<file path="src/sv/cht_pkg.sv">
// ============================================================================
// cht_pkg
// Shared types, codes and constants of the chained hash table.
// ============================================================================
package cht_pkg;

    localparam int DEF_MAX_BUCKETS  = 64;
    localparam int DEF_BUCKET_SLOTS = 8;
    localparam int DEF_KEY_BITS     = 32;

    localparam int          CFG_W         = 7;
    localparam logic [6:0]  RESET_BUCKETS = 7'd53;
    localparam int          IN_W          = 32;
    localparam int          VAL_W         = 32;
    localparam int          REM_W         = 4;
    localparam int          TOT_W         = 10;

    // action codes
    localparam logic [2:0] ACT_PUT     = 3'd0;
    localparam logic [2:0] ACT_GET     = 3'd1;
    localparam logic [2:0] ACT_DEL_PAIR = 3'd2;
    localparam logic [2:0] ACT_DEL_KEY = 3'd3;
    localparam logic [2:0] ACT_CLEAR   = 3'd4;

    // status codes
    localparam logic [1:0] ST_DONE      = 2'd0;
    localparam logic [1:0] ST_NOT_FOUND = 2'd1;
    localparam logic [1:0] ST_FULL      = 2'd2;

    // controller to datapath
    typedef struct packed {
        logic load;       // latch input item, start modulo
        logic mod_step;   // one restoring-division step
        logic fill_load;  // latch bucket fill
        logic rd_issue;   // issue read at scan index
        logic scan_step;  // evaluate read data, move scan index
        logic wr_put;     // write put entry
        logic mv_issue;   // read slot after the hole
        logic mv_write;   // write moved slot into the hole
        logic rm_done;    // finish a removal
        logic clear_fill; // clear-pass step
        logic finish;     // latch result
    } cht_cmd_t;

    // datapath to controller
    typedef struct packed {
        logic mod_done;
        logic [2:0] act;
        logic bucket_full;
        logic scan_end;
        logic hit;
        logic mv_end;
        logic clr_end;
    } cht_sts_t;

endpackage

</file>
<file path="src/sv/cht_ctrl.sv">
// ============================================================================
// cht_ctrl
// Sequencer of one item: modulo, scan, removal shifting, result handover.
// ============================================================================
module cht_ctrl
    import cht_pkg::*;
(
    input  logic     aclk,
    input  logic     aresetn,
    input  logic     s_axis_tvalid,
    output logic     s_axis_tready,
    output logic     m_axis_tvalid,
    input  logic     m_axis_tready,
    input  cht_sts_t sts,
    output cht_cmd_t cmd
);
    typedef enum logic [3:0] {
        S_INIT, S_IDLE, S_MOD, S_FILL, S_ACT, S_RD, S_WAIT, S_EVAL,
        S_MV_RD, S_MV_WAIT, S_MV_WR, S_RM, S_CLR, S_FIN, S_OUT
    } state_t;

    state_t state_reg, state_next;

    assign s_axis_tready = (state_reg == S_IDLE);
    assign m_axis_tvalid = (state_reg == S_OUT);

    // next state and commands
    always_comb begin
        state_next = state_reg;
        cmd        = '0;
        unique case (state_reg)
            S_INIT: begin
                // sweep the fill table to zero after reset
                cmd.clear_fill = 1'b1;
                if (sts.clr_end) state_next = S_IDLE;
            end
            S_IDLE: if (s_axis_tvalid) begin
                cmd.load   = 1'b1;
                state_next = S_MOD;
            end
            S_MOD: begin
                if (sts.mod_done) state_next = S_FILL;
                else cmd.mod_step = 1'b1;
            end
            S_FILL: begin
                cmd.fill_load = 1'b1;
                state_next    = S_ACT;
            end
            S_ACT: begin
                unique case (sts.act)
                    ACT_PUT: begin
                        if (!sts.bucket_full) cmd.wr_put = 1'b1;
                        state_next = S_FIN;
                    end
                    ACT_GET, ACT_DEL_PAIR, ACT_DEL_KEY: state_next = S_RD;
                    ACT_CLEAR: state_next = S_CLR;
                    default: state_next = S_FIN;
                endcase
            end
            S_RD: begin
                if (sts.scan_end || sts.hit) state_next = S_FIN;
                else begin
                    cmd.rd_issue = 1'b1;
                    state_next   = S_WAIT;
                end
            end
            S_WAIT: state_next = S_EVAL;
            S_EVAL: begin
                // a get ends on its hit in S_RD; a delete goes on to shift
                cmd.scan_step = 1'b1;
                state_next    = (sts.act == ACT_GET) ? S_RD : S_MV_RD;
            end
            S_MV_RD: begin
                if (!sts.hit) state_next = S_RD;
                else if (sts.mv_end) state_next = S_RM;
                else begin
                    cmd.mv_issue = 1'b1;
                    state_next   = S_MV_WAIT;
                end
            end
            S_MV_WAIT: begin
                cmd.mv_issue = 1'b1;
                state_next   = S_MV_WR;
            end
            S_MV_WR: begin
                cmd.mv_write = 1'b1;
                state_next   = S_MV_RD;
            end
            S_RM: begin
                cmd.rm_done = 1'b1;
                state_next  = (sts.act == ACT_DEL_PAIR) ? S_FIN : S_RD;
            end
            S_CLR: begin
                cmd.clear_fill = 1'b1;
                if (sts.clr_end) state_next = S_FIN;
            end
            S_FIN: begin
                cmd.finish = 1'b1;
                state_next = S_OUT;
            end
            S_OUT: if (m_axis_tready) state_next = S_IDLE;
            default: state_next = S_IDLE;
        endcase
    end

    always_ff @(posedge aclk) begin
        if (!aresetn) begin
            state_reg <= S_INIT;
        end else begin
            state_reg <= state_next;
        end
    end
endmodule

</file>
<file path="config.mk">
export PLATFORM = sky130hd
export DESIGN_NAME = cht_ctrl
export DESIGN_NICKNAME = d
export VERILOG_FILES = /design/src/sv/cht_pkg.sv /design/src/sv/cht_ctrl.sv
export SDC_FILE = /design/constraint.sdc
export NUM_CORES = 1
export LEC_CHECK = 0
export ABC_AREA = 1
export BUFFER_PORTS_ARGS = -buffer_cell sky130_fd_sc_hd__buf_2
export CORE_AREA = 4 4 41 43
export CTS_CLUSTER_DIAMETER = 100
export CTS_CLUSTER_SIZE = 25
export DETAILED_ROUTE_END_ITERATION = 8
export DIE_AREA = 0 0 45 47
export PLACE_DENSITY_LB_ADDON = 0.12
export RECOVER_POWER = 100
export SYNTH_ARGS = -nofsm -noshare
export SYNTH_HDL_FRONTEND = slang
export SYNTH_SLANG_ARGS = --single-unit
</file>
<file path="constraint.sdc">
create_clock -name aclk -period 1.7 [get_ports aclk]
set_clock_uncertainty 0.15 [all_clocks]
set_input_delay 0.17 -clock aclk [delete_from_list [all_inputs] [get_ports aclk]]
set_output_delay 0.17 -clock aclk [all_outputs]
set_load 0.01 [all_outputs]
</file>
==> summary.txt, run 1 <==
Setup path
  • Capturing element type of the critical path: primary output
  • Crit Path Class: register to primary output
  • R2R depth: 9
  • Register-to-Register Setup Slack: 0.14 ns
  • CP required: 1.38 ns
  • Cell Chain, Critical Path: inv_2, nor2_1, nand2_1, o21ai_0, clkbuf_2
  • Cell with the largest stage delay on the worst path: sky130_fd_sc_hd__dfxtp_1
  • Startpoint Class: register
  • Reg2reg end: state_reg[0]
  • Launch point of the worst reg-to-reg path: state_reg[0]
  • Largest incremental delay on the critical path: around 0.42 ns
  • Levels on crit path: 5
  • Data arrival at the endpoint of the critical path: between 1 and 1.5 ns
  • Crit path max fanout: 5
  • Buffers and inverters on the worst path: 2
  • Kind of cell with the highest combined delay on the critical path: flip-flops

CTS
  • Clock transition at the register clock pins on the worst setup and hold paths after CTS: roughly 0.040 ns
  • Hold_buf cts: 0
  • CTS Root Buffer Type: sky130_fd_sc_hd__clkbuf_4
  • H-Tree Level Count: 1
  • Clock latency reported for the late side of the worst-skew pair: between 0.2 and 0.25 ns
  • Clock tree from TritonCTS: yes
  • Number of clock sinks: 4
  • Cts bufs inserted: 3
  • Clock Tree Buf Depth: 2

Synthesis
  • Proportion of netlist area held by the largest area contributor: 0.2323
  • Most instantiated flip-flop cell in the synthesis netlist: sky130_fd_sc_hd__dfxtp_1
  • Cells after Synth: around 120
  • Top cell types by occurrence after synthesis: 36 x sky130_fd_sc_hd__nand2_1, 20 x sky130_fd_sc_hd__inv_1, 19 x sky130_fd_sc_hd__nor2_1
  • Count of cell types in the netlist: 16
  • Top-count cell post-synth: sky130_fd_sc_hd__nand2_1
  • Biggest area contributors in the synthesized netlist: sky130_fd_sc_hd__nand2_1 23%, sky130_fd_sc_hd__dfxtp_1 14%, sky130_fd_sc_hd__inv_1 13%
  • Share of the yosys chip area belonging to registers: 0.1376
  • Post-synthesis area per instance: 4.931 µm²
  • Leading area contributor after synthesis: sky130_fd_sc_hd__nand2_1
  • Synthesized Nets: ~130
  • Total of flip-flops plus latches after synthesis: 4
  • Share of async-settable or async-resettable flops after synthesis: 0
  • Count of flip-flops with a built-in enable after synthesis: 0
  • Warnings, synthesis: 0
  • Post-synthesis cell area: 581.8 µm²

Timing
  • Highest clock frequency the design can meet: between 600 and 700 MHz
  • Least-Margin Pin Slew: between 0.3 and 0.4 ns
  • RSZ-0062 raised after global routing: yes
  • Final count of negative-setup-slack endpoints: 0
  • Final Hold Violating Endpoints: 0
  • Final Cycle Share: 0.9416
  • Setup slack after layout: 0.09922 ns
  • Worst rel slew slack: 0.7618
  • Final Critical Period: approximately 1.6 ns
  • Count of final max-slew check failures: 0

Power and ir drop
  • Clock network fraction of total power: 0.149
  • IR drop worst, VDD: approximately 0.0007 V
  • Internal Dissipation: about 380 µW
  • Total design power: between 800 and 900 µW
  • Switching power: 465.5 µW
  • Switching portion of total power: 0.5527
  • Part of the power in combinational logic: 0.633
  • Sequential share of power: 0.218
  • Reported leakage power: 0.4528 nW
  • Areal power density over the cells: 1160 nW/µm²

Route
  • Drt total wl: between 1500 and 2000 µm
  • Number of nets with antenna violations after detailed routing: 0
  • Number of violations reported at the end of detailed-routing iteration 0: 33
  • Post-detailed-route DRC marker count: 0
  • First-pass DRT Iterations: 4
  • Number of vias per cell: 5.069
  • DR vias: about 810
  • WL/cell: around 10 µm

Global route
  • Via count of the first global-routing pass: ~740
  • Antenna violations before repair: 0
  • Maximum number of pins on one net before global-route repair: 10
  • Overall track demand over capacity in global routing: 0.1809
  • Global-route wire length before repair: between 2000 and 3000 µm
  • GR Overflow Total: 0

Final layout
  • Area growth from synthesis to layout: 24.73%
  • Max FFs per register: 4
  • Fill cells: 162
  • Fin cells: roughly 160
  • Final net count: 159
  • Fraction of final layout cells sized beyond drive strength 1: 0.2361
  • Total non-filler cell area in the finished layout: around 730 µm²
  • Antenna Diode Count: 0

Floorplan
  • Site row count: 13
  • Starting density of the core: 0.4471
  • Placeable core region: around 1300 µm²
  • Area of the die: 2115 µm²
  • Vert. Die Dim: between 40 and 50 µm
  • Ports: 26
  • Die width: around 45 µm

Hold path
  • HP Start: aresetn
  • WHS Endpoint: state_reg[3]
  • Classification of the worst-slack hold path: input pin to register
  • Cell depth of the worst min-delay path: 3

Placed design
  • Area of placed instances: approximately 700 µm²
  • Dpl cells: 156
  • HPWL reported at the end of detailed placement: between 1000 and 1500 µm
  • Gp weighted congestion: roughly 0.89
  • Number of buffer cells added on primary ports: 25
  • Worst setup slack after placement: a little over 0.07 ns

Run status
  • Outcome: finished, final reports clean

Run
  • Max-cap violation count: 0
-- metal layers --
| layer | GRT usage | part of all wire |
|---|---|---|
| met1 | 0.1909 | 0.39 |
| met2 | 0.3249 | 0.49 |
| met3 | 0.03065 | 0.078 |
| met4 | 0.1287 | 0.045 |
| met5 | 0 | 0 |
-- cells in the final DEF (no fill, tap or decap), drive strengths merged, types with 3 or more instances in the layout --
cell type,count
nand2,39
nor2,23
inv,21
buf,18
nand3,10
clkbuf,10
a21oi,7
o21ai,6
dfxtp,4
nor3,3
-- power by group through the flow --
| stage | logic (mW) | clock network [mW] | registers [mW] |
|---|---|---|---|
| 2_1_floorplan | 0.427 | 0 | 0.148 |
| 3_3_place_gp | 0.531 | 0 | 0.179 |
| 3_5_place_dp | 0.536 | 0 | 0.180 |
| 4_1_cts | 0.543 | 0.126 | 0.178 |
| 5_1_grt | 0.606 | 0.133 | 0.189 |
| 6_report | 0.533 | 0.126 | 0.183 |
-- worst reg2reg max path: stages, from the launching register on --
cell and delay, ns:
sky130_fd_sc_hd__dfxtp_1 0.42, sky130_fd_sc_hd__inv_2 0.07, sky130_fd_sc_hd__nand2_2 0.10, sky130_fd_sc_hd__inv_1 0.09
sky130_fd_sc_hd__nand3_1 0.12, sky130_fd_sc_hd__nand2_2 0.09, sky130_fd_sc_hd__nor2_2 0.17, sky130_fd_sc_hd__nand3_1 0.11
sky130_fd_sc_hd__nand2_1 0.09, sky130_fd_sc_hd__inv_1 0.05
-- worst max path at each step --
stage	from	to	slack [ns]
after global placement	state_reg[1]	state_reg[0]	0.12
after floorplan	state_reg[3]	state_reg[2]	0.30
after global routing	state_reg[1]	cmd[5]	-0.004
after detailed placement	state_reg[1]	state_reg[0]	0.07
final	state_reg[0]	cmd[4]	0.1
after CTS	state_reg[1]	cmd[7]	0.01
-- per-stage QoR --
step           utilization  setup TNS (ns)  hold WS, ns
3_3_place_gp        0.5404               0       0.2967
3_5_place_dp        0.5404               0       0.3055
4_1_cts             0.5587               0      0.05887
6_report            0.5577               0      0.05570
5_1_grt             0.5577       -0.003966      0.08079
2_1_floorplan            -               0       0.1911
-- kinds of logic after synthesis --
logic type             synth area share
AOI/OAI and AO/OA                0.1247
and+or+nand+nor                  0.5635
buffers and inverters            0.1742
DFF                              0.1376
-- repair_timing --
item | in CTS | in global routing
resized for setup | 1 | 5
buffers inserted | 0 | 0
setup endpoints to repair | 1 | 9
-- final cells by class --
| type | count | area (µm²) | share of cell area |
|---|---|---|---|
| clock buffers | 3 | 22.52 | 0.03103 |
| inverters | 21 | 78.83 | 0.1086 |
| multi-input cells | 91 | 400.4 | 0.5517 |
| flip-flops and latches | 4 | 86.33 | 0.1190 |
| well taps | 15 | 18.77 | 0.02586 |
| repair buffers | 25 | 118.9 | 0.1638 |
Note: power is estimated with default switching activity, not from simulation.
==> run 2, diff against run 1 <==
CORE_AREA = 5 5 42 44   (was 4 4 41 43)
DIE_AREA = 0 0 47 49   (was 0 0 45 47)
PLACE_DENSITY = 0.74   (was default)
PLACE_DENSITY_LB_ADDON = default   (was 0.12)
==> run 2 against run 1 <==
Setup slack better by 0.0050 ns. Sequential power decreased by 2%. Non-clock buffer count rose by 1. Largest cell class unchanged. Largest power group unchanged.
==> summary.txt, run 2 (same netlist as run 1, synthesis figures left out) <==
Floorplan
  • Die width: 47 µm (+4.4%)
  • Site row count: 14 (+1)
  • Placeable core region: 1401 µm² (+7.7%)
  • Vert. Die Dim: 49 µm (+4.3%)
  • Ports: 26 (unchanged)
  • Area of the die: 2303 µm² (+8.9%)
  • Starting density of the core: 0.4152 (-0.03194)

Final layout
  • Final net count: 160 (+0.63%)
  • Antenna Diode Count: 0 (unchanged)
  • Multi-input gate area in the final layout: 401.6 µm² (+0.31%)
  • Max FFs per register: 4 (unchanged)
  • Fin cells: 161 (+1.3%)
  • Layout Utilization: 0.5223 (-0.03537)
  • Most common cell after layout, fill and taps aside: sky130_fd_sc_hd__nand2_1
  • Sequential cell area in the final layout: 83.83 µm² (-2.9%)
  • Leading cell types in the layout, fill and taps excluded: 37 x sky130_fd_sc_hd__nand2_1, 21 x sky130_fd_sc_hd__inv_1, 20 x sky130_fd_sc_hd__nor2_1
  • Area growth from synthesis to layout: 25.81%
  • Fraction of final layout cells sized beyond drive strength 1: 0.2207 (-0.01542)
  • Total non-filler cell area in the finished layout: 732.0 µm² (+0.86%)
  • Fill cells: 172 (+6.2%)

Timing
  • Final count of negative-setup-slack endpoints: 0 (unchanged)
  • Final Cycle Share: 0.9387 (-0.002913)
  • Count of final max-slew check failures: 0 (unchanged)
  • Worst rel slew slack: 0.7942 (+0.03243)
  • Total Neg Setup Slack: 0 ns (unchanged)
  • Worst hold slack after final layout: 0.06591 ns (+0.01021 ns)
  • RSZ-0062 raised after global routing: no
  • Least-Margin Pin Slew: 0.3063 ns (-0.04827 ns)
  • Highest clock frequency the design can meet: 626.6 MHz (+0.31%)
  • Final Hold Violating Endpoints: 0 (unchanged)
  • Final Critical Period: 1.596 ns (-0.004953 ns)
  • Setup slack after layout: 0.1042 ns (+0.004953 ns)

Placed design
  • HPWL reported at the end of detailed placement: 1399 µm (+1.9%)
  • Area of placed instances: 711.9 µm² (+1.2%)
  • Number of buffer cells added on primary ports: 25 (unchanged)
  • Dpl cells: 158 (+1.3%)
  • Gp weighted congestion: 0.8891 (-0.37%)
  • Worst setup slack after placement: 0.1237 ns (+0.05209 ns)

CTS
  • Number of clock sinks: 4 (unchanged)
  • Cts bufs inserted: 3 (unchanged)
  • Post-CTS Setup Inserts: 0 (unchanged)
  • H-Tree Level Count: 1 (unchanged)
  • Clock Tree Buf Depth: 2 (unchanged)
  • Clock transition at the register clock pins on the worst setup and hold paths after CTS: 0.04 ns (about the same)
  • Clock tree from TritonCTS: yes
  • CTS Root Buffer Type: sky130_fd_sc_hd__clkbuf_4
  • Clock latency reported for the late side of the worst-skew pair: 0.23 ns (about the same)

Global route
  • Via count of the first global-routing pass: 703 (-5.4%)
  • GR Overflow Total: 0 (unchanged)
  • Overall track demand over capacity in global routing: 0.1422 (-0.03873)
  • Antenna violations before repair: 0 (unchanged)
  • Maximum number of pins on one net before global-route repair: 10 (unchanged)
  • Global-route wire length before repair: 2601 µm (-6.7%)

Route
  • Number of nets with antenna violations after detailed routing: 0 (unchanged)
  • Drt total wl: 1626 µm (-2.1%)
  • Number of vias per cell: 5.025 (-0.87%)
  • First-pass DRT Iterations: 6 (+2)
  • Post-detailed-route DRC marker count: 0 (unchanged)
  • DR vias: 809 (+0.37%)
  • Number of violations reported at the end of detailed-routing iteration 0: 13 (-61%)
  • WL/cell: 10.10 µm (-3.3%)

Setup path
  • Kind of cell with the highest combined delay on the critical path: flip-flops
  • Crit path max fanout: 5 (unchanged)
  • Launch point of the worst reg-to-reg path: state_reg[0]
  • Startpoint Class: register
  • Cell with the largest stage delay on the worst path: sky130_fd_sc_hd__dfxtp_1
  • Cell Chain, Critical Path: inv_1, nor2_1, nand2_1, o21ai_0, buf_2
  • Levels on crit path: 5 (unchanged)
  • Capturing element type of the critical path: primary output
  • Reg2reg end: state_reg[0]
  • Buffers and inverters on the worst path: 2 (unchanged)
  • Data arrival at the endpoint of the critical path: 1.28 ns (about the same)
  • Largest incremental delay on the critical path: 0.41 ns (about the same)
  • R2R depth: 9 (unchanged)
  • Crit Path Class: register to primary output
  • CP required: 1.38 ns (about the same)
  • Register-to-Register Setup Slack: 0.12 ns (-0.02 ns)

Hold path
  • Classification of the worst-slack hold path: input pin to register
  • WHS Endpoint: state_reg[3]
  • HP Start: aresetn
  • Cell depth of the worst min-delay path: 3 (unchanged)

Run status
  • Outcome: finished, final reports clean

Power and ir drop
  • Reported leakage power: 0.4523 nW (-0.10%)
  • IR drop worst, VDD: 0.0006296 V (-7.5%)
  • Total design power: 819.9 µW (-2.6%)
  • Areal power density over the cells: 1120 nW/µm² (-3.5%)

Run
  • Max-cap violation count: 0 (unchanged)
==> run 2: cell count changes in the layout (fill, tap and decap cells not counted), sizes merged <==
cell / change
buf: +1
==> run 2: worst min-delay path, delay by kind of cell <==
kind,cells,cell delay [ns]
buffers and inverters,2,0.13
AO/OA/AOI/OAI,1,0.10
==> run 2: worst max-delay path by stage <==
| stage | slack (ns) | endpoint | from |
|---|---|---|---|
| after global routing | 0.01 | state_reg[0] | state_reg[0] |
| after CTS | 0.04 | cmd[4] | state_reg[3] |
| after detailed placement | 0.12 | state_reg[0] | state_reg[1] |
| after floorplan | 0.30 | state_reg[2] | state_reg[3] |
| after global placement | 0.19 | state_reg[3] | state_reg[1] |
| final | 0.10 | cmd[4] | state_reg[0] |
==> run 2: power by group <==
part	internal (mW)	total, mW	switching [mW]
logic	0.177	0.526	0.350
clock network	0.0788	0.115	0.0361
registers	0.126	0.179	0.0528
total	0.381	0.820	0.438
==> run 2: cell type report <==
cell class              count  area share
multi-input cells          91      0.5487
repair buffers             26      0.1709
flip-flops and latches      4      0.1145
inverters                  21      0.1077
clock buffers               3     0.03077
well taps                  16     0.02735
==> run 2: what timing repair did <==
item	CTS	global route
hold buffers	0	0
endpoints found under the setup margin	0	10
resized for setup	0	5
==> run 2: per-layer routing <==
layer	vias up	wire, µm	global-route usage
li1	422	-	-
met1	334	665	0.1754
met2	47	764	0.2376
met3	6	167	0.02952
met4	0	28	0.04147
met5	-	0	0
